`src/atp_pkg.sv`:
```
`default_nettype none
// ----------------------------------------------------------------------------
// atp_pkg
// Shared types and constants of the text terminal escape parser.
// ----------------------------------------------------------------------------
package atp_pkg;

  typedef enum logic [1:0] {
    PH_TEXT,
    PH_ESC,
    PH_CSI_START,
    PH_CSI_PARAM
  } phase_e;

  typedef enum logic [1:0] {
    OP_NONE,
    OP_TEXT,
    OP_ESC,
    OP_CSI
  } op_e;

  typedef enum logic [1:0] {
    SGR_KEEP,
    SGR_NORMAL,
    SGR_BRIGHT,
    SGR_REVERSE
  } sgr_e;

  typedef enum logic [2:0] {
    KIND_CURSOR,
    KIND_WRITE,
    KIND_ERASE,
    KIND_SCROLL_UP,
    KIND_SCROLL_DOWN,
    KIND_DELETE,
    KIND_INSERT,
    KIND_BEEP
  } kind_e;

  typedef enum logic [1:0] {
    REG_COLUMNS,
    REG_LINES,
    REG_ERASE_CELL,
    REG_UNUSED
  } reg_e;

  typedef enum logic [1:0] {
    BK_IDLE,
    BK_EXEC,
    BK_SECOND
  } back_state_e;

  typedef struct packed {
    op_e        op;
    logic [7:0] ch;
    sgr_e       sgr;
  } cmd_t;

  typedef struct packed {
    logic [2:0]  kind;
    logic [7:0]  row;
    logic [7:0]  col;
    logic [15:0] count;
    logic [15:0] cell_res;
    logic [7:0]  region_top;
    logic [7:0]  region_bottom;
    logic [7:0]  cursor_x;
    logic [7:0]  cursor_y;
    logic        last;
  } res_t;

  localparam logic [7:0] ATTR_NORMAL  = 8'h07;
  localparam logic [7:0] ATTR_BRIGHT  = 8'h0f;
  localparam logic [7:0] ATTR_REVERSE = 8'h70;
  localparam logic [7:0] RESET_COLUMNS = 8'd80;
  localparam logic [7:0] RESET_LINES   = 8'd25;
  localparam logic [15:0] RESET_ERASE  = 16'h0720;

  localparam logic [7:0] CH_BEL    = 8'h07;
  localparam logic [7:0] CH_BS     = 8'h08;
  localparam logic [7:0] CH_TAB    = 8'h09;
  localparam logic [7:0] CH_LF     = 8'h0a;
  localparam logic [7:0] CH_VT     = 8'h0b;
  localparam logic [7:0] CH_FF     = 8'h0c;
  localparam logic [7:0] CH_CR     = 8'h0d;
  localparam logic [7:0] CH_ESC    = 8'h1b;
  localparam logic [7:0] CH_SPACE  = 8'h20;
  localparam logic [7:0] CH_TILDE  = 8'h7e;
  localparam logic [7:0] CH_0      = 8'h30;
  localparam logic [7:0] CH_7      = 8'h37;
  localparam logic [7:0] CH_8      = 8'h38;
  localparam logic [7:0] CH_9      = 8'h39;
  localparam logic [7:0] CH_SEMI   = 8'h3b;
  localparam logic [7:0] CH_QUEST  = 8'h3f;
  localparam logic [7:0] CH_AT     = 8'h40;
  localparam logic [7:0] CH_UA     = 8'h41;
  localparam logic [7:0] CH_UB     = 8'h42;
  localparam logic [7:0] CH_UC     = 8'h43;
  localparam logic [7:0] CH_UD     = 8'h44;
  localparam logic [7:0] CH_UE     = 8'h45;
  localparam logic [7:0] CH_UF     = 8'h46;
  localparam logic [7:0] CH_UG     = 8'h47;
  localparam logic [7:0] CH_UH     = 8'h48;
  localparam logic [7:0] CH_UJ     = 8'h4a;
  localparam logic [7:0] CH_UK     = 8'h4b;
  localparam logic [7:0] CH_UL     = 8'h4c;
  localparam logic [7:0] CH_UM     = 8'h4d;
  localparam logic [7:0] CH_UP     = 8'h50;
  localparam logic [7:0] CH_LBRACK = 8'h5b;
  localparam logic [7:0] CH_GRAVE  = 8'h60;
  localparam logic [7:0] CH_LA     = 8'h61;
  localparam logic [7:0] CH_LD     = 8'h64;
  localparam logic [7:0] CH_LE     = 8'h65;
  localparam logic [7:0] CH_LF_F   = 8'h66;
  localparam logic [7:0] CH_LM     = 8'h6d;
  localparam logic [7:0] CH_LR     = 8'h72;
  localparam logic [7:0] CH_LS     = 8'h73;
  localparam logic [7:0] CH_LU     = 8'h75;

  function automatic res_t mk_res(kind_e kind, logic [7:0] row, logic [7:0] col,
                                  logic [15:0] count, logic [15:0] cell_val,
                                  logic [7:0] rt, logic [7:0] rb,
                                  logic [7:0] cx, logic [7:0] cy);
    res_t r;
    r.kind          = kind;
    r.row           = row;
    r.col           = col;
    r.count         = count;
    r.cell_res      = cell_val;
    r.region_top    = rt;
    r.region_bottom = rb;
    r.cursor_x      = cx;
    r.cursor_y      = cy;
    r.last          = 1'b1;
    return r;
  endfunction

endpackage
`default_nettype wire

```
`src/atp_fifo.sv`:
```
`default_nettype none
// ----------------------------------------------------------------------------
// atp_fifo
// Two-entry queue that decouples the parser front from the command back end.
// ----------------------------------------------------------------------------
module atp_fifo #(
  parameter int WIDTH = 8
) (
  input  wire logic             clk_i,
  input  wire logic             rst_ni,
  input  wire logic             push_valid_i,
  output logic                  push_ready_o,
  input  wire logic [WIDTH-1:0] push_data_i,
  output logic                  pop_valid_o,
  input  wire logic             pop_ready_i,
  output logic [WIDTH-1:0]      pop_data_o
);

  logic [WIDTH-1:0] mem_q [2];
  logic             wr_ptr_q, rd_ptr_q;
  logic [1:0]       count_q, count_d;
  logic             push, pop;

  assign push_ready_o = (count_q != 2'd2);
  assign pop_valid_o  = (count_q != 2'd0);
  assign pop_data_o   = mem_q[rd_ptr_q];
  assign push         = push_valid_i && push_ready_o;
  assign pop          = pop_valid_o && pop_ready_i;

  always_comb begin
    count_d = count_q;
    if (push && !pop) begin
      count_d = count_q + 2'd1;
    end else if (pop && !push) begin
      count_d = count_q - 2'd1;
    end
  end

  always_ff @(posedge clk_i or negedge rst_ni) begin
    if (!rst_ni) begin
      wr_ptr_q <= 1'b0;
      rd_ptr_q <= 1'b0;
      count_q  <= 2'd0;
    end else begin
      count_q <= count_d;
      if (push) begin
        wr_ptr_q <= ~wr_ptr_q;
      end
      if (pop) begin
        rd_ptr_q <= ~rd_ptr_q;
      end
    end
  end

  always_ff @(posedge clk_i) begin
    if (push) begin
      mem_q[wr_ptr_q] <= push_data_i;
    end
  end

endmodule
`default_nettype wire

```
`src/atp_front.sv`:
```
`default_nettype none
// ----------------------------------------------------------------------------
// atp_front
// Escape sequence parser: classifies each byte and collects CSI parameters.
// ----------------------------------------------------------------------------
module atp_front import atp_pkg::*; #(
  parameter int MAX_PARAMS = 16,
  parameter int PARAM_BITS = 16
) (
  input  wire logic                  clk_i,
  input  wire logic                  rst_ni,
  input  wire logic                  byte_valid_i,
  output logic                       byte_ready_o,
  input  wire logic [7:0]            byte_i,
  output logic                       cmd_valid_o,
  input  wire logic                  cmd_ready_i,
  output cmd_t                       cmd_o,
  output logic [PARAM_BITS-1:0]      p0_o,
  output logic [PARAM_BITS-1:0]      p1_o
);

  localparam int IW = (MAX_PARAMS > 1) ? $clog2(MAX_PARAMS) : 1;
  localparam logic [IW-1:0] LAST_IDX = IW'(MAX_PARAMS - 1);

  phase_e                phase_q, phase_d;
  logic [IW-1:0]         idx_q, idx_d, idx_c;
  logic [PARAM_BITS-1:0] acc_q, acc_d, acc_c;
  logic [PARAM_BITS-1:0] p0_q, p0_d, p0_c;
  logic [PARAM_BITS-1:0] p1_q, p1_d, p1_c;
  sgr_e                  sgr_q, sgr_d, sgr_c, sgr_fin;
  logic [PARAM_BITS+3:0] mul10;
  logic                  accept;

  function automatic sgr_e sgr_update(sgr_e cur, logic [PARAM_BITS-1:0] v);
    sgr_e r;
    r = cur;
    if (v == PARAM_BITS'(0) || v == PARAM_BITS'(27)) begin
      r = SGR_NORMAL;
    end else if (v == PARAM_BITS'(1) || v == PARAM_BITS'(4)) begin
      r = SGR_BRIGHT;
    end else if (v == PARAM_BITS'(7)) begin
      r = SGR_REVERSE;
    end
    return r;
  endfunction

  assign accept       = byte_valid_i && cmd_ready_i;
  assign byte_ready_o = cmd_ready_i;
  assign cmd_valid_o  = byte_valid_i;

  always_comb begin
    if (phase_q == PH_CSI_START) begin
      idx_c = '0;
      acc_c = '0;
      p0_c  = '0;
      p1_c  = '0;
      sgr_c = SGR_KEEP;
    end else begin
      idx_c = idx_q;
      acc_c = acc_q;
      p0_c  = p0_q;
      p1_c  = p1_q;
      sgr_c = sgr_q;
    end
    mul10 = {1'b0, acc_c, 3'b000} + {3'b000, acc_c, 1'b0}
          + {{PARAM_BITS{1'b0}}, byte_i[3:0]};
    sgr_fin = sgr_update(sgr_c, acc_c);

    phase_d   = phase_q;
    idx_d     = idx_q;
    acc_d     = acc_q;
    p0_d      = p0_q;
    p1_d      = p1_q;
    sgr_d     = sgr_q;
    cmd_o.op  = OP_NONE;
    cmd_o.ch  = byte_i;
    cmd_o.sgr = sgr_fin;
    p0_o      = (idx_c == IW'(0)) ? acc_c : p0_c;
    p1_o      = (idx_c == IW'(1)) ? acc_c : p1_c;

    case (phase_q)
      PH_TEXT: begin
        if (byte_i == CH_ESC) begin
          phase_d = PH_ESC;
        end else begin
          cmd_o.op = OP_TEXT;
        end
      end
      PH_ESC: begin
        if (byte_i == CH_LBRACK) begin
          phase_d = PH_CSI_START;
        end else begin
          phase_d  = PH_TEXT;
          cmd_o.op = OP_ESC;
        end
      end
      PH_CSI_START, PH_CSI_PARAM: begin
        phase_d = PH_CSI_PARAM;
        idx_d   = idx_c;
        acc_d   = acc_c;
        p0_d    = p0_c;
        p1_d    = p1_c;
        sgr_d   = sgr_c;
        if (phase_q == PH_CSI_START && byte_i == CH_QUEST) begin
          phase_d = PH_CSI_PARAM;
        end else if (byte_i == CH_SEMI && idx_c != LAST_IDX) begin
          if (idx_c == IW'(0)) begin
            p0_d = acc_c;
          end
          if (idx_c == IW'(1)) begin
            p1_d = acc_c;
          end
          sgr_d = sgr_fin;
          acc_d = '0;
          idx_d = idx_c + IW'(1);
        end else if (byte_i >= CH_0 && byte_i <= CH_9) begin
          if (|mul10[PARAM_BITS+3:PARAM_BITS]) begin
            acc_d = '1;
          end else begin
            acc_d = mul10[PARAM_BITS-1:0];
          end
        end else begin
          phase_d  = PH_TEXT;
          cmd_o.op = OP_CSI;
        end
      end
      default: begin
        phase_d = PH_TEXT;
      end
    endcase
  end

  always_ff @(posedge clk_i or negedge rst_ni) begin
    if (!rst_ni) begin
      phase_q <= PH_TEXT;
      idx_q   <= '0;
      acc_q   <= '0;
      p0_q    <= '0;
      p1_q    <= '0;
      sgr_q   <= SGR_KEEP;
    end else if (accept) begin
      phase_q <= phase_d;
      idx_q   <= idx_d;
      acc_q   <= acc_d;
      p0_q    <= p0_d;
      p1_q    <= p1_d;
      sgr_q   <= sgr_d;
    end
  end

endmodule
`default_nettype wire

```
`src/atp_back.sv`:
```
`default_nettype none
// ----------------------------------------------------------------------------
// atp_back
// Command back end: cursor, scroll region and attribute state, screen
// command generation and the output register.
// ----------------------------------------------------------------------------
module atp_back import atp_pkg::*; #(
  parameter int PARAM_BITS = 16
) (
  input  wire logic                  clk_i,
  input  wire logic                  rst_ni,
  input  wire logic                  cfg_we_i,
  input  wire logic [1:0]            cfg_index_i,
  input  wire logic [15:0]           cfg_data_i,
  input  wire logic                  cmd_valid_i,
  output logic                       cmd_ready_o,
  input  wire cmd_t                  cmd_i,
  input  wire logic [PARAM_BITS-1:0] p0_i,
  input  wire logic [PARAM_BITS-1:0] p1_i,
  output logic                       res_valid_o,
  input  wire logic                  res_ready_i,
  output res_t                       res_o
);

  localparam int PW = PARAM_BITS;
  localparam int SW = PARAM_BITS + 2;

  back_state_e state_q, state_d;
  logic [7:0]  columns_q, lines_q;
  logic [15:0] erase_q;
  logic [7:0]  x_q, x_d, y_q, y_d, st_q, st_d, sb_q, sb_d;
  logic [7:0]  attr_q, attr_d, sc_q, sc_d, sr_q, sr_d;
  cmd_t        cmd_q;
  logic [PW-1:0] p0_q, p1_q;
  logic [15:0] prod_lc_q, prod_yc_q;
  res_t        res_q, res_d, res2_q, r1, r2, scroll_r, wr_r;
  logic        res_valid_q, res_valid_d;
  logic        e1, e2, can_load, lf_adv;
  logic [7:0]  x1, yw, xw, xt;
  logic [8:0]  tab9, tabw;
  logic [16:0] lin;
  logic [15:0] cells;
  logic [PW-1:0] one_u, p0m1, p1m1, q1, clamp_src;
  logic [7:0]  clamp_l, clamp_c;
  logic [SW-1:0] tx, ty, xs, ys, ones, p0s, p1s, cs, ls;
  logic        mv, mv_ok;

  assign can_load    = !res_valid_q || res_ready_i;
  assign cmd_ready_o = (state_q == BK_IDLE);
  assign res_valid_o = res_valid_q;
  assign res_o       = res_q;

  always_comb begin
    lf_adv    = ({1'b0, y_q} + 9'd1) < {1'b0, sb_q};
    one_u     = (p0_q != '0) ? p0_q : PW'(1);
    p0m1      = (p0_q != '0) ? p0_q - PW'(1) : '0;
    p1m1      = (p1_q != '0) ? p1_q - PW'(1) : '0;
    q1        = (p1_q != '0) ? p1_q : {{(PW-8){1'b0}}, lines_q};
    clamp_src = (p0_q != '0) ? p0_q : PW'(1);
    clamp_l   = (clamp_src > {{(PW-8){1'b0}}, lines_q}) ? lines_q : clamp_src[7:0];
    clamp_c   = (clamp_src > {{(PW-8){1'b0}}, columns_q}) ? columns_q : clamp_src[7:0];
    xs        = {{(SW-8){1'b0}}, x_q};
    ys        = {{(SW-8){1'b0}}, y_q};
    cs        = {{(SW-8){1'b0}}, columns_q};
    ls        = {{(SW-8){1'b0}}, lines_q};
    ones      = {2'b00, one_u};
    p0s       = {2'b00, p0m1};
    p1s       = {2'b00, p1m1};
    lin       = {1'b0, prod_yc_q} + {9'd0, x_q};
    cells     = ({1'b0, prod_lc_q} >= lin) ? prod_lc_q - lin[15:0] : 16'd0;
    x1        = (x_q >= columns_q) ? x_q - columns_q : x_q;
    tab9      = {1'b0, x_q} + 9'd8 - {6'd0, x_q[2:0]};
    tabw      = (tab9 > {1'b0, columns_q}) ? tab9 - {1'b0, columns_q} : tab9;
    xt        = tabw[8] ? 8'hff : tabw[7:0];
    scroll_r  = mk_res(KIND_SCROLL_UP, 8'd0, 8'd0, 16'd1, erase_q, st_q, sb_q, x_q, y_q);
    wr_r      = scroll_r;
    yw        = y_q;
    xw        = x_q;

    x_d = x_q; y_d = y_q; st_d = st_q; sb_d = sb_q;
    attr_d = attr_q; sc_d = sc_q; sr_d = sr_q;
    e1 = 1'b0; e2 = 1'b0; r1 = scroll_r; r2 = scroll_r;
    mv = 1'b0; tx = xs; ty = ys;

    case (cmd_q.op)
      OP_TEXT: begin
        if (cmd_q.ch >= CH_SPACE && cmd_q.ch <= CH_TILDE) begin
          if (x_q >= columns_q) begin
            if (lf_adv) begin
              yw = y_q + 8'd1;
            end else begin
              e1 = 1'b1;
              r1 = scroll_r;
              r1.cursor_x = x1;
            end
          end
          xw   = (x1 == 8'hff) ? 8'hff : x1 + 8'd1;
          wr_r = mk_res(KIND_WRITE, yw, x1, 16'd0, {attr_q, cmd_q.ch}, st_q, sb_q, xw, yw);
          if (e1) begin
            e2 = 1'b1;
            r2 = wr_r;
          end else begin
            e1 = 1'b1;
            r1 = wr_r;
          end
          x_d = xw;
          y_d = yw;
        end else if (cmd_q.ch == CH_LF || cmd_q.ch == CH_VT || cmd_q.ch == CH_FF) begin
          if (lf_adv) begin
            y_d = y_q + 8'd1;
          end else begin
            e1 = 1'b1;
          end
        end else if (cmd_q.ch == CH_CR) begin
          x_d = 8'd0;
        end else if (cmd_q.ch == CH_BS) begin
          if (x_q != 8'd0) begin
            x_d = x_q - 8'd1;
          end
        end else if (cmd_q.ch == CH_TAB) begin
          x_d = xt;
          if (tab9 > {1'b0, columns_q}) begin
            if (lf_adv) begin
              y_d = y_q + 8'd1;
            end else begin
              e1 = 1'b1;
              r1.cursor_x = xt;
            end
          end
        end else if (cmd_q.ch == CH_BEL) begin
          e1 = 1'b1;
          r1 = mk_res(KIND_BEEP, 8'd0, 8'd0, 16'd0, 16'd0, st_q, sb_q, x_q, y_q);
        end
      end
      OP_ESC: begin
        case (cmd_q.ch)
          CH_UE: begin
            mv = 1'b1; tx = '0; ty = ys + SW'(1);
          end
          CH_UD: begin
            if (lf_adv) begin
              y_d = y_q + 8'd1;
            end else begin
              e1 = 1'b1;
            end
          end
          CH_7: begin
            sc_d = x_q; sr_d = y_q;
          end
          CH_8: begin
            mv = 1'b1;
            tx = {{(SW-8){1'b0}}, sc_q};
            ty = {{(SW-8){1'b0}}, sr_q};
          end
          default: ;
        endcase
      end
      OP_CSI: begin
        case (cmd_q.ch)
          CH_UG, CH_GRAVE: begin mv = 1'b1; tx = p0s; end
          CH_UA: begin mv = 1'b1; ty = ys - ones; end
          CH_UB, CH_LE: begin mv = 1'b1; ty = ys + ones; end
          CH_UC, CH_LA: begin mv = 1'b1; tx = xs + ones; end
          CH_UD: begin mv = 1'b1; tx = xs - ones; end
          CH_UE: begin mv = 1'b1; tx = '0; ty = ys + ones; end
          CH_UF: begin mv = 1'b1; tx = '0; ty = ys - ones; end
          CH_LD: begin mv = 1'b1; ty = p0s; end
          CH_UH, CH_LF_F: begin mv = 1'b1; tx = p1s; ty = p0s; end
          CH_LU: begin
            mv = 1'b1;
            tx = {{(SW-8){1'b0}}, sc_q};
            ty = {{(SW-8){1'b0}}, sr_q};
          end
          CH_LS: begin sc_d = x_q; sr_d = y_q; end
          CH_UJ: begin
            if (p0_q == PW'(0)) begin
              e1 = 1'b1;
              r1 = mk_res(KIND_ERASE, y_q, x_q, cells, erase_q, st_q, sb_q, x_q, y_q);
            end else if (p0_q == PW'(1)) begin
              e1 = 1'b1;
              r1 = mk_res(KIND_ERASE, 8'd0, 8'd0, lin[15:0], erase_q, st_q, sb_q, x_q, y_q);
            end else if (p0_q == PW'(2)) begin
              e1 = 1'b1;
              r1 = mk_res(KIND_ERASE, 8'd0, 8'd0, prod_lc_q, erase_q, st_q, sb_q, x_q, y_q);
            end
          end
          CH_UK: begin
            if (p0_q == PW'(0)) begin
              if (x_q < columns_q) begin
                e1 = 1'b1;
                r1 = mk_res(KIND_ERASE, y_q, x_q, {8'd0, columns_q - x_q}, erase_q,
                            st_q, sb_q, x_q, y_q);
              end
            end else if (p0_q == PW'(1)) begin
              e1 = 1'b1;
              r1 = mk_res(KIND_ERASE, y_q, 8'd0,
                          {8'd0, (x_q < columns_q) ? x_q : columns_q}, erase_q,
                          st_q, sb_q, x_q, y_q);
            end else if (p0_q == PW'(2)) begin
              e1 = 1'b1;
              r1 = mk_res(KIND_ERASE, y_q, 8'd0, {8'd0, columns_q}, erase_q,
                          st_q, sb_q, x_q, y_q);
            end
          end
          CH_UL, CH_UM: begin
            if (y_q < lines_q) begin
              e1 = 1'b1;
              r1 = mk_res((cmd_q.ch == CH_UL) ? KIND_SCROLL_DOWN : KIND_SCROLL_UP,
                          8'd0, 8'd0, {8'd0, clamp_l}, erase_q, y_q, lines_q, x_q, y_q);
            end
          end
          CH_UP, CH_AT: begin
            if (x_q < columns_q) begin
              e1 = 1'b1;
              r1 = mk_res((cmd_q.ch == CH_UP) ? KIND_DELETE : KIND_INSERT,
                          y_q, x_q, {8'd0, clamp_c}, erase_q, st_q, sb_q, x_q, y_q);
            end
          end
          CH_LM: begin
            case (cmd_q.sgr)
              SGR_NORMAL:  attr_d = ATTR_NORMAL;
              SGR_BRIGHT:  attr_d = ATTR_BRIGHT;
              SGR_REVERSE: attr_d = ATTR_REVERSE;
              default:     attr_d = attr_q;
            endcase
          end
          CH_LR: begin
            if (p0m1 < q1 && q1 <= {{(PW-8){1'b0}}, lines_q}) begin
              st_d = p0m1[7:0];
              sb_d = q1[7:0];
            end
          end
          default: ;
        endcase
      end
      default: ;
    endcase

    mv_ok = !tx[SW-1] && !ty[SW-1] && (tx <= cs) && (ty < ls);
    if (mv && mv_ok) begin
      x_d = tx[7:0];
      y_d = ty[7:0];
    end
    if (!e1) begin
      r1 = mk_res(KIND_CURSOR, 8'd0, 8'd0, 16'd0, 16'd0, st_d, sb_d, x_d, y_d);
    end
    r1.last = !e2;
  end

  always_comb begin
    state_d     = state_q;
    res_d       = res_q;
    res_valid_d = res_valid_q && !res_ready_i;
    case (state_q)
      BK_IDLE: begin
        if (cmd_valid_i) begin
          state_d = BK_EXEC;
        end
      end
      BK_EXEC: begin
        if (can_load) begin
          res_d       = r1;
          res_valid_d = 1'b1;
          state_d     = e2 ? BK_SECOND : BK_IDLE;
        end
      end
      BK_SECOND: begin
        if (can_load) begin
          res_d       = res2_q;
          res_valid_d = 1'b1;
          state_d     = BK_IDLE;
        end
      end
      default: state_d = BK_IDLE;
    endcase
  end

  always_ff @(posedge clk_i or negedge rst_ni) begin
    if (!rst_ni) begin
      state_q     <= BK_IDLE;
      res_valid_q <= 1'b0;
      columns_q   <= RESET_COLUMNS;
      lines_q     <= RESET_LINES;
      erase_q     <= RESET_ERASE;
      x_q         <= 8'd0;
      y_q         <= 8'd0;
      st_q        <= 8'd0;
      sb_q        <= RESET_LINES;
      attr_q      <= ATTR_NORMAL;
      sc_q        <= 8'd0;
      sr_q        <= 8'd0;
    end else begin
      state_q     <= state_d;
      res_valid_q <= res_valid_d;
      if (cfg_we_i) begin
        if (cfg_index_i == REG_COLUMNS) begin
          columns_q <= cfg_data_i[7:0];
        end
        if (cfg_index_i == REG_LINES) begin
          lines_q <= cfg_data_i[7:0];
        end
        if (cfg_index_i == REG_ERASE_CELL) begin
          erase_q <= cfg_data_i;
        end
      end
      if (state_q == BK_EXEC && can_load) begin
        x_q    <= x_d;
        y_q    <= y_d;
        st_q   <= st_d;
        sb_q   <= sb_d;
        attr_q <= attr_d;
        sc_q   <= sc_d;
        sr_q   <= sr_d;
      end
    end
  end

  always_ff @(posedge clk_i) begin
    res_q <= res_d;
    if (state_q == BK_IDLE && cmd_valid_i) begin
      cmd_q     <= cmd_i;
      p0_q      <= p0_i;
      p1_q      <= p1_i;
      prod_lc_q <= {8'd0, lines_q} * {8'd0, columns_q};
      prod_yc_q <= {8'd0, y_q} * {8'd0, columns_q};
    end
    if (state_q == BK_EXEC && can_load) begin
      res2_q <= r2;
    end
  end

  a_second_has_first: assert property (@(posedge clk_i) disable iff (!rst_ni)
    state_q == BK_SECOND |-> res_valid_q)
    else $error("second command pending without a first one on the output");

  a_pop_starts_exec: assert property (@(posedge clk_i) disable iff (!rst_ni)
    cmd_valid_i && cmd_ready_o |=> state_q == BK_EXEC)
    else $error("popped command did not start execution");

  a_not_last_waits: assert property (@(posedge clk_i) disable iff (!rst_ni)
    res_valid_q && !res_q.last |-> state_q == BK_SECOND)
    else $error("non-final beat shown without a follow-up pending");

  a_region_order: assert property (@(posedge clk_i) disable iff (!rst_ni)
    st_q < sb_q)
    else $error("scroll region top is not above its bottom");

endmodule
`default_nettype wire

```
`src/ansi_text_terminal_parser.sv`:
```
`default_nettype none
// ----------------------------------------------------------------------------
// ansi_text_terminal_parser
// Text console byte parser with ESC/CSI handling that turns each byte into
// one or two screen commands.
// ----------------------------------------------------------------------------
// A command beat passes through the queue, the back end's command register and
// its output register. The back end takes a byte from the queue only while idle
// and finishes each byte, also one that yields two commands, before the next.
// Reset: asynchronous; cursor home, region top 0 and bottom 25, attribute 0x07,
// 80 columns, 25 lines, erase cell 0x0720, parser in text mode.
// ----------------------------------------------------------------------------
module ansi_text_terminal_parser import atp_pkg::*; #(
  parameter int MAX_PARAMS = 16,
  parameter int PARAM_BITS = 16
) (
  input  wire logic        clk_i,
  input  wire logic        rst_ni,
  input  wire logic        cfg_we_i,
  input  wire logic [1:0]  cfg_index_i,
  input  wire logic [15:0] cfg_data_i,
  input  wire logic        in_valid_i,
  output logic             in_ready_o,
  input  wire logic [7:0]  byte_in_i,
  output logic             out_valid_o,
  input  wire logic        out_ready_i,
  output logic [2:0]       kind_o,
  output logic [7:0]       row_o,
  output logic [7:0]       col_o,
  output logic [15:0]      count_o,
  output logic [15:0]      cell_res_o,
  output logic [7:0]       region_top_o,
  output logic [7:0]       region_bottom_o,
  output logic [7:0]       cursor_x_o,
  output logic [7:0]       cursor_y_o,
  output logic             last_o
);

  localparam int QW = $bits(cmd_t) + 2 * PARAM_BITS;

  cmd_t                  f_cmd, b_cmd;
  logic [PARAM_BITS-1:0] f_p0, f_p1, b_p0, b_p1;
  logic                  f_valid, f_ready, b_valid, b_ready;
  logic [QW-1:0]         q_out;
  res_t                  res;

  atp_front #(
    .MAX_PARAMS(MAX_PARAMS),
    .PARAM_BITS(PARAM_BITS)
  ) u_front (
    .clk_i        (clk_i),
    .rst_ni       (rst_ni),
    .byte_valid_i (in_valid_i),
    .byte_ready_o (in_ready_o),
    .byte_i       (byte_in_i),
    .cmd_valid_o  (f_valid),
    .cmd_ready_i  (f_ready),
    .cmd_o        (f_cmd),
    .p0_o         (f_p0),
    .p1_o         (f_p1)
  );

  atp_fifo #(
    .WIDTH(QW)
  ) u_fifo (
    .clk_i        (clk_i),
    .rst_ni       (rst_ni),
    .push_valid_i (f_valid),
    .push_ready_o (f_ready),
    .push_data_i  ({f_cmd, f_p0, f_p1}),
    .pop_valid_o  (b_valid),
    .pop_ready_i  (b_ready),
    .pop_data_o   (q_out)
  );

  assign b_cmd = q_out[QW-1 -: $bits(cmd_t)];
  assign b_p0  = q_out[2*PARAM_BITS-1 -: PARAM_BITS];
  assign b_p1  = q_out[PARAM_BITS-1:0];

  atp_back #(
    .PARAM_BITS(PARAM_BITS)
  ) u_back (
    .clk_i       (clk_i),
    .rst_ni      (rst_ni),
    .cfg_we_i    (cfg_we_i),
    .cfg_index_i (cfg_index_i),
    .cfg_data_i  (cfg_data_i),
    .cmd_valid_i (b_valid),
    .cmd_ready_o (b_ready),
    .cmd_i       (b_cmd),
    .p0_i        (b_p0),
    .p1_i        (b_p1),
    .res_valid_o (out_valid_o),
    .res_ready_i (out_ready_i),
    .res_o       (res)
  );

  assign kind_o          = res.kind;
  assign row_o           = res.row;
  assign col_o           = res.col;
  assign count_o         = res.count;
  assign cell_res_o      = res.cell_res;
  assign region_top_o    = res.region_top;
  assign region_bottom_o = res.region_bottom;
  assign cursor_x_o      = res.cursor_x;
  assign cursor_y_o      = res.cursor_y;
  assign last_o          = res.last;

endmodule
`default_nettype wire
```
`config.mk`:
```
export PLATFORM = sky130hd
export DESIGN_NAME = ansi_text_terminal_parser
export DESIGN_NICKNAME = d
export VERILOG_FILES = /design/src/atp_pkg.sv /design/src/atp_fifo.sv /design/src/atp_front.sv /design/src/atp_back.sv /design/src/ansi_text_terminal_parser.sv
export SDC_FILE = /design/constraint.sdc
export NUM_CORES = 2
export LEC_CHECK = 0
export ABC_AREA = 1
export BUFFER_PORTS_ARGS = -buffer_cell sky130_fd_sc_hd__buf_2
export CAP_MARGIN = 20
export CORE_ASPECT_RATIO = 1.4
export CORE_MARGIN = 2
export CORE_UTILIZATION = 30
export CTS_CLUSTER_DIAMETER = 40
export DETAILED_ROUTE_END_ITERATION = 12
export GPL_ROUTABILITY_DRIVEN = 0
export GPL_TIMING_DRIVEN = 0
export PLACE_DENSITY = 0.51
export SYNTH_ARGS = -nofsm -noshare
export SYNTH_HDL_FRONTEND = slang
export SYNTH_SLANG_ARGS = --single-unit
```
`constraint.sdc`:
```
create_clock -name clk_i -period 9.57 [get_ports clk_i]
set_clock_uncertainty 0.2 [all_clocks]
set_input_delay 1.914 -clock clk_i [delete_from_list [all_inputs] [get_ports clk_i]]
set_output_delay 1.914 -clock clk_i [all_outputs]
set_load 0.02 [all_outputs]
```
==> impl_metrics.py <==
metrics = {
    "critical_path": {
        "cp_num_buf_inv": 6,
        "arrival_ps": 7390,
        "cpPeakStageDelay_ps": 780,
        "slowest_stage": "clkinv_1",
        "path_depth": 21,
        "cp_common_cell": "nand2_1",
        "rr_worst_depth": 21,
        "cp_max_fo": 12,
        "critPathRequiredTime_ps": 9880,
        "path_cells": "clkbuf_1 -> clkinv_1 -> ha_1 -> buf_2 -> nand2_1 -> nor3_1 -> nand2_1 -> nand2_2 -> nor2_1 -> inv_1 -> o21ai_1 -> nor2_1 -> nand2_1 -> a22oi_1 -> o21ai_1 -> nand2_1 -> inv_1 -> nor2_1 -> buf_2 -> nand2_1 -> nand3_1",
        "start_kind": "flip-flop",
        "crit_family": "buffers and inverters",
        "critPathKind": "flip-flop to flip-flop",
        "end_kind": "flip-flop",
    },
    "sta": {
        "tightest_slew_ps": 1190,
        "relSlewSlack": 0.202,
        "min_period_ps": 7090,
        "rsz0062_at_grt": "no",
        "fin_crit_sh": 0.741,
        "hold_viol": 0,
        "tns_ps": 0,
        "finalMaxSlewViolations": 0,
        "setup_viol": 0,
        "max_freq_ghz": 0.141,
    },
    "clock_tree": {
        "cts-htree-levels": 3,
        "ctsHoldBuffers": 0,
        "cts_resized": 0,
        "clkLatencyLatePin_ps": 690,
        "postCtsSetupBuffers": 0,
        "root_buffer": "clkbuf_16",
        "cts_buffers": 74,
        "cts_tree": "built",
        "cts.sinks": 459,
        "clkTransAtPathRegs_ps": 60,
        "clk_path_buf_depth": 3,
    },
    "yosys": {
        "synth-seq-area-share": 0.357,
        "ys.flop_type": "edfxtp_1",
        "ys.warnings.count": 0,
        "ys_async_sr_fraction": 0.318,
        "synth_edf_count": 313,
        "syn_nets": 5181,
        "synth_cells": 4797,
        "yosysUniqueCellTypes": 68,
        "synth_area_mm2": 0.0366,
        "avgSynthCellArea_um2": 7.64,
        "ys_seq_elements": 459,
    },
    "finish": {
        "fin_nets": 5386,
        "layout-drive-gt1-share": 0.0816,
        "finish.instance_area_mm2": 0.0420,
        "area_growth_pct": 14.6,
        "fill_cells": 12700,
    },
    "routing": {
        "ant_nets": 0,
        "drc_errors": 0,
        "post_drt_wl_per_cell_um": 21.6,
        "first_iter_violations": 2733,
        "viasPerCell": 5.17,
        "wl_mm": 144,
        "dr.pass1.iters": 8,
        "routed-via-count": 34500,
    },
    "place": {
        "io_buffer_count": 116,
        "placed_area_mm2": 0.0395,
        "place_hpwl_mm": 112,
    },
    "pwr": {
        "p_per_area_mw_per_mm2": 350,
        "ir_worst_vdd_v": 0.000206,
        "p_leak_uw": 0.0195,
        "power_uw": 14700,
    },
    "global_routing": {
        "grt_use_total": 0.226,
        "grt.overflow.total": 0,
        "grt_max_degree": 94,
        "grt_pass1_vias": 33400,
        "grt_pass1_wl_mm": 211,
        "antenna_found_initial": 5,
    },
    "flow_run": {
        "drv_cap": 0,
    },
    "floorplanning": {
        "rows": 151,
        "die_h_um": 418,
        "io-pin-count": 117,
        "die_w_um": 299,
        "die_area_mm2": 0.125,
        "core_mm2": 0.121,
        "start_util": 0.303,
    },
    "min_path": {
        "hold_path_class": "flip-flop to flip-flop",
        "min_delay_path_depth": 0,
    },
    "run_status": {
        "status": "finished, final reports clean",
    },
}
per-layer routing:
metal | routed length (um) | global-route usage | vias to the layer above
met5 | 52 | 0 | -
met4 | 13700 | 0.190 | 8
met3 | 8410 | 0.0402 | 513
met2 | 70100 | 0.392 | 1343
met1 | 51500 | 0.238 | 16200
li1 | - | - | 16400
synthesized netlist by cell type (12+ instances only):
library cell / instances / area (um^2)
buf_2: 31 / 155
inv_2: 17 / 63.8
a31oi_1: 18 / 113
xor2_1: 94 / 823
a21oi_1: 256 / 1280
buf_1: 14 / 52.6
dfstp_2: 13 / 342
a22oi_1: 13 / 97.6
a22o_1: 17 / 149
nor2_1: 343 / 1290
nand3_1: 301 / 1510
o221ai_1: 40 / 350
nand2_1: 1258 / 4720
nor3_1: 43 / 215
o22ai_1: 42 / 263
a211oi_1: 12 / 90.1
fa_1: 80 / 1600
dfrtp_1: 133 / 3330
o211ai_1: 40 / 300
xnor2_1: 24 / 210
nand2_2: 25 / 156
inv_1: 622 / 2330
nand4_1: 63 / 394
edfxtp_1: 313 / 9400
clkinv_1: 16 / 60.1
ha_1: 273 / 3420
clkbuf_1: 148 / 556
o21ai_1: 31 / 155
o21ai_0: 328 / 1640
o21a_1: 36 / 270
or2_2: 12 / 75.1
sequential cells by signal (all words and copies together) (netlist names), 3 cells and up:
| register | count |
|---|---|
| u_back.prod_lc_q | 16 |
| u_front.p0_q | 16 |
| u_back.res2_q | 65 |
| u_back.y_q | 8 |
| u_front.acc_q | 16 |
| u_back.sb_q | 8 |
| u_back.res_o | 84 |
| u_back.attr_q | 3 |
| u_back.x_q | 8 |
| u_fifo.mem_q | 88 |
| u_back.p1_q | 16 |
| u_back.lines_q | 8 |
| u_back.st_q | 8 |
| u_back.prod_yc_q | 16 |
| u_back.sr_q | 8 |
| u_back.erase_q | 16 |
| u_front.idx_q | 4 |
| u_back.columns_q | 8 |
| u_back.sc_q | 8 |
| u_back.cmd_q | 12 |
| u_back.p0_q | 16 |
| u_front.p1_q | 16 |
power by group:
part,leakage [uW],total (uW),internal (uW),switching [uW]
Clock,0.00120,2700,1570,1140
Combinational,0.0134,8480,2470,6000
Sequential,0.00490,3530,3060,479
kinds of logic (layout without fill, tap and decap cells):
| logic type | Yosys count | in the layout | share of synthesized area |
|---|---|---|---|
| other | 0 | 2 | 0 |
| AND/OR/NAND/NOR | 2092 | 2092 | 0.240 |
| multiplexers | 3 | 3 | 0.000922 |
| flip-flops | 459 | 459 | 0.357 |
| XOR/XNOR | 118 | 118 | 0.0282 |
| adder cells (fa/ha/maj) | 353 | 353 | 0.137 |
| buffers and inverters | 864 | 1130 | 0.0920 |
| AO/OA/AOI/OAI | 908 | 908 | 0.146 |
cell usage in the layout, fill, tap and decap left out, types with 11 or more instances in the layout:
cell type and n:
o221ai_1 40, fa_1 80, clkinv_1 18, buf_1 14, a31oi_1 18, o211ai_1 40, nor3_1 43, inv_2 17
or2_2 12, o22ai_1 42, xor2_1 94, buf_2 145, inv_6 18, a22o_1 17, o2111ai_1 11, o31ai_1 11
nand3_1 301, o21ai_1 31, ha_1 273, dfstp_2 13, o21ai_0 328, nor4_1 11, nand2_1 1258, xnor2_1 24
edfxtp_1 313, a211oi_1 12, clkbuf_1 158, dfrtp_1 133, nand4_1 63, clkbuf_16 77, o21a_1 36, a21oi_1 255
nand2_2 25, a22oi_1 13, nor2_1 340, inv_1 622
stage by stage:
stage	hold WS (ps)	instances	utilization	worst slack [ps]
after floorplan	241	4797	-	3270
after global routing	286	6671	0.347	2420
final	276	6671	0.347	2480
after detailed placement	254	6529	0.326	2920
after global placement	250	6519	0.324	1140
after CTS	269	6666	0.346	2900
layout make-up:
type	count	area, um^2	area share
Antenna cell	2	5.00	0.000119
Buffer	208	908	0.0216
Clock buffer	89	1990	0.0474
Clock inverter	48	472	0.0112
Inverter	656	2460	0.0587
Multi-Input combinational cell	3474	20200	0.482
Sequential cell	459	13100	0.311
Tap cell	1606	2010	0.0478
Timing Repair Buffer	129	855	0.0203
worst paths after layout:
| kind | startpoint | to | slack, ps |
|---|---|---|---|
| max | u_back.x_q[4] | u_back.res_o[30] | 2480 |
| min | u_back.sb_q[1] | u_back.res2_q[18] | 280 |
| max reg2reg | u_back.x_q[4] | u_back.res_o[30] | 2480 |
| min reg2reg | u_back.sb_q[1] | u_back.res2_q[18] | 280 |
| max in group asynchronous | rst_ni | u_back.lines_q[6] | 7140 |
| min in group asynchronous | rst_ni | u_front.acc_q[5] | 960 |
Power figures use the tool's default switching activity.
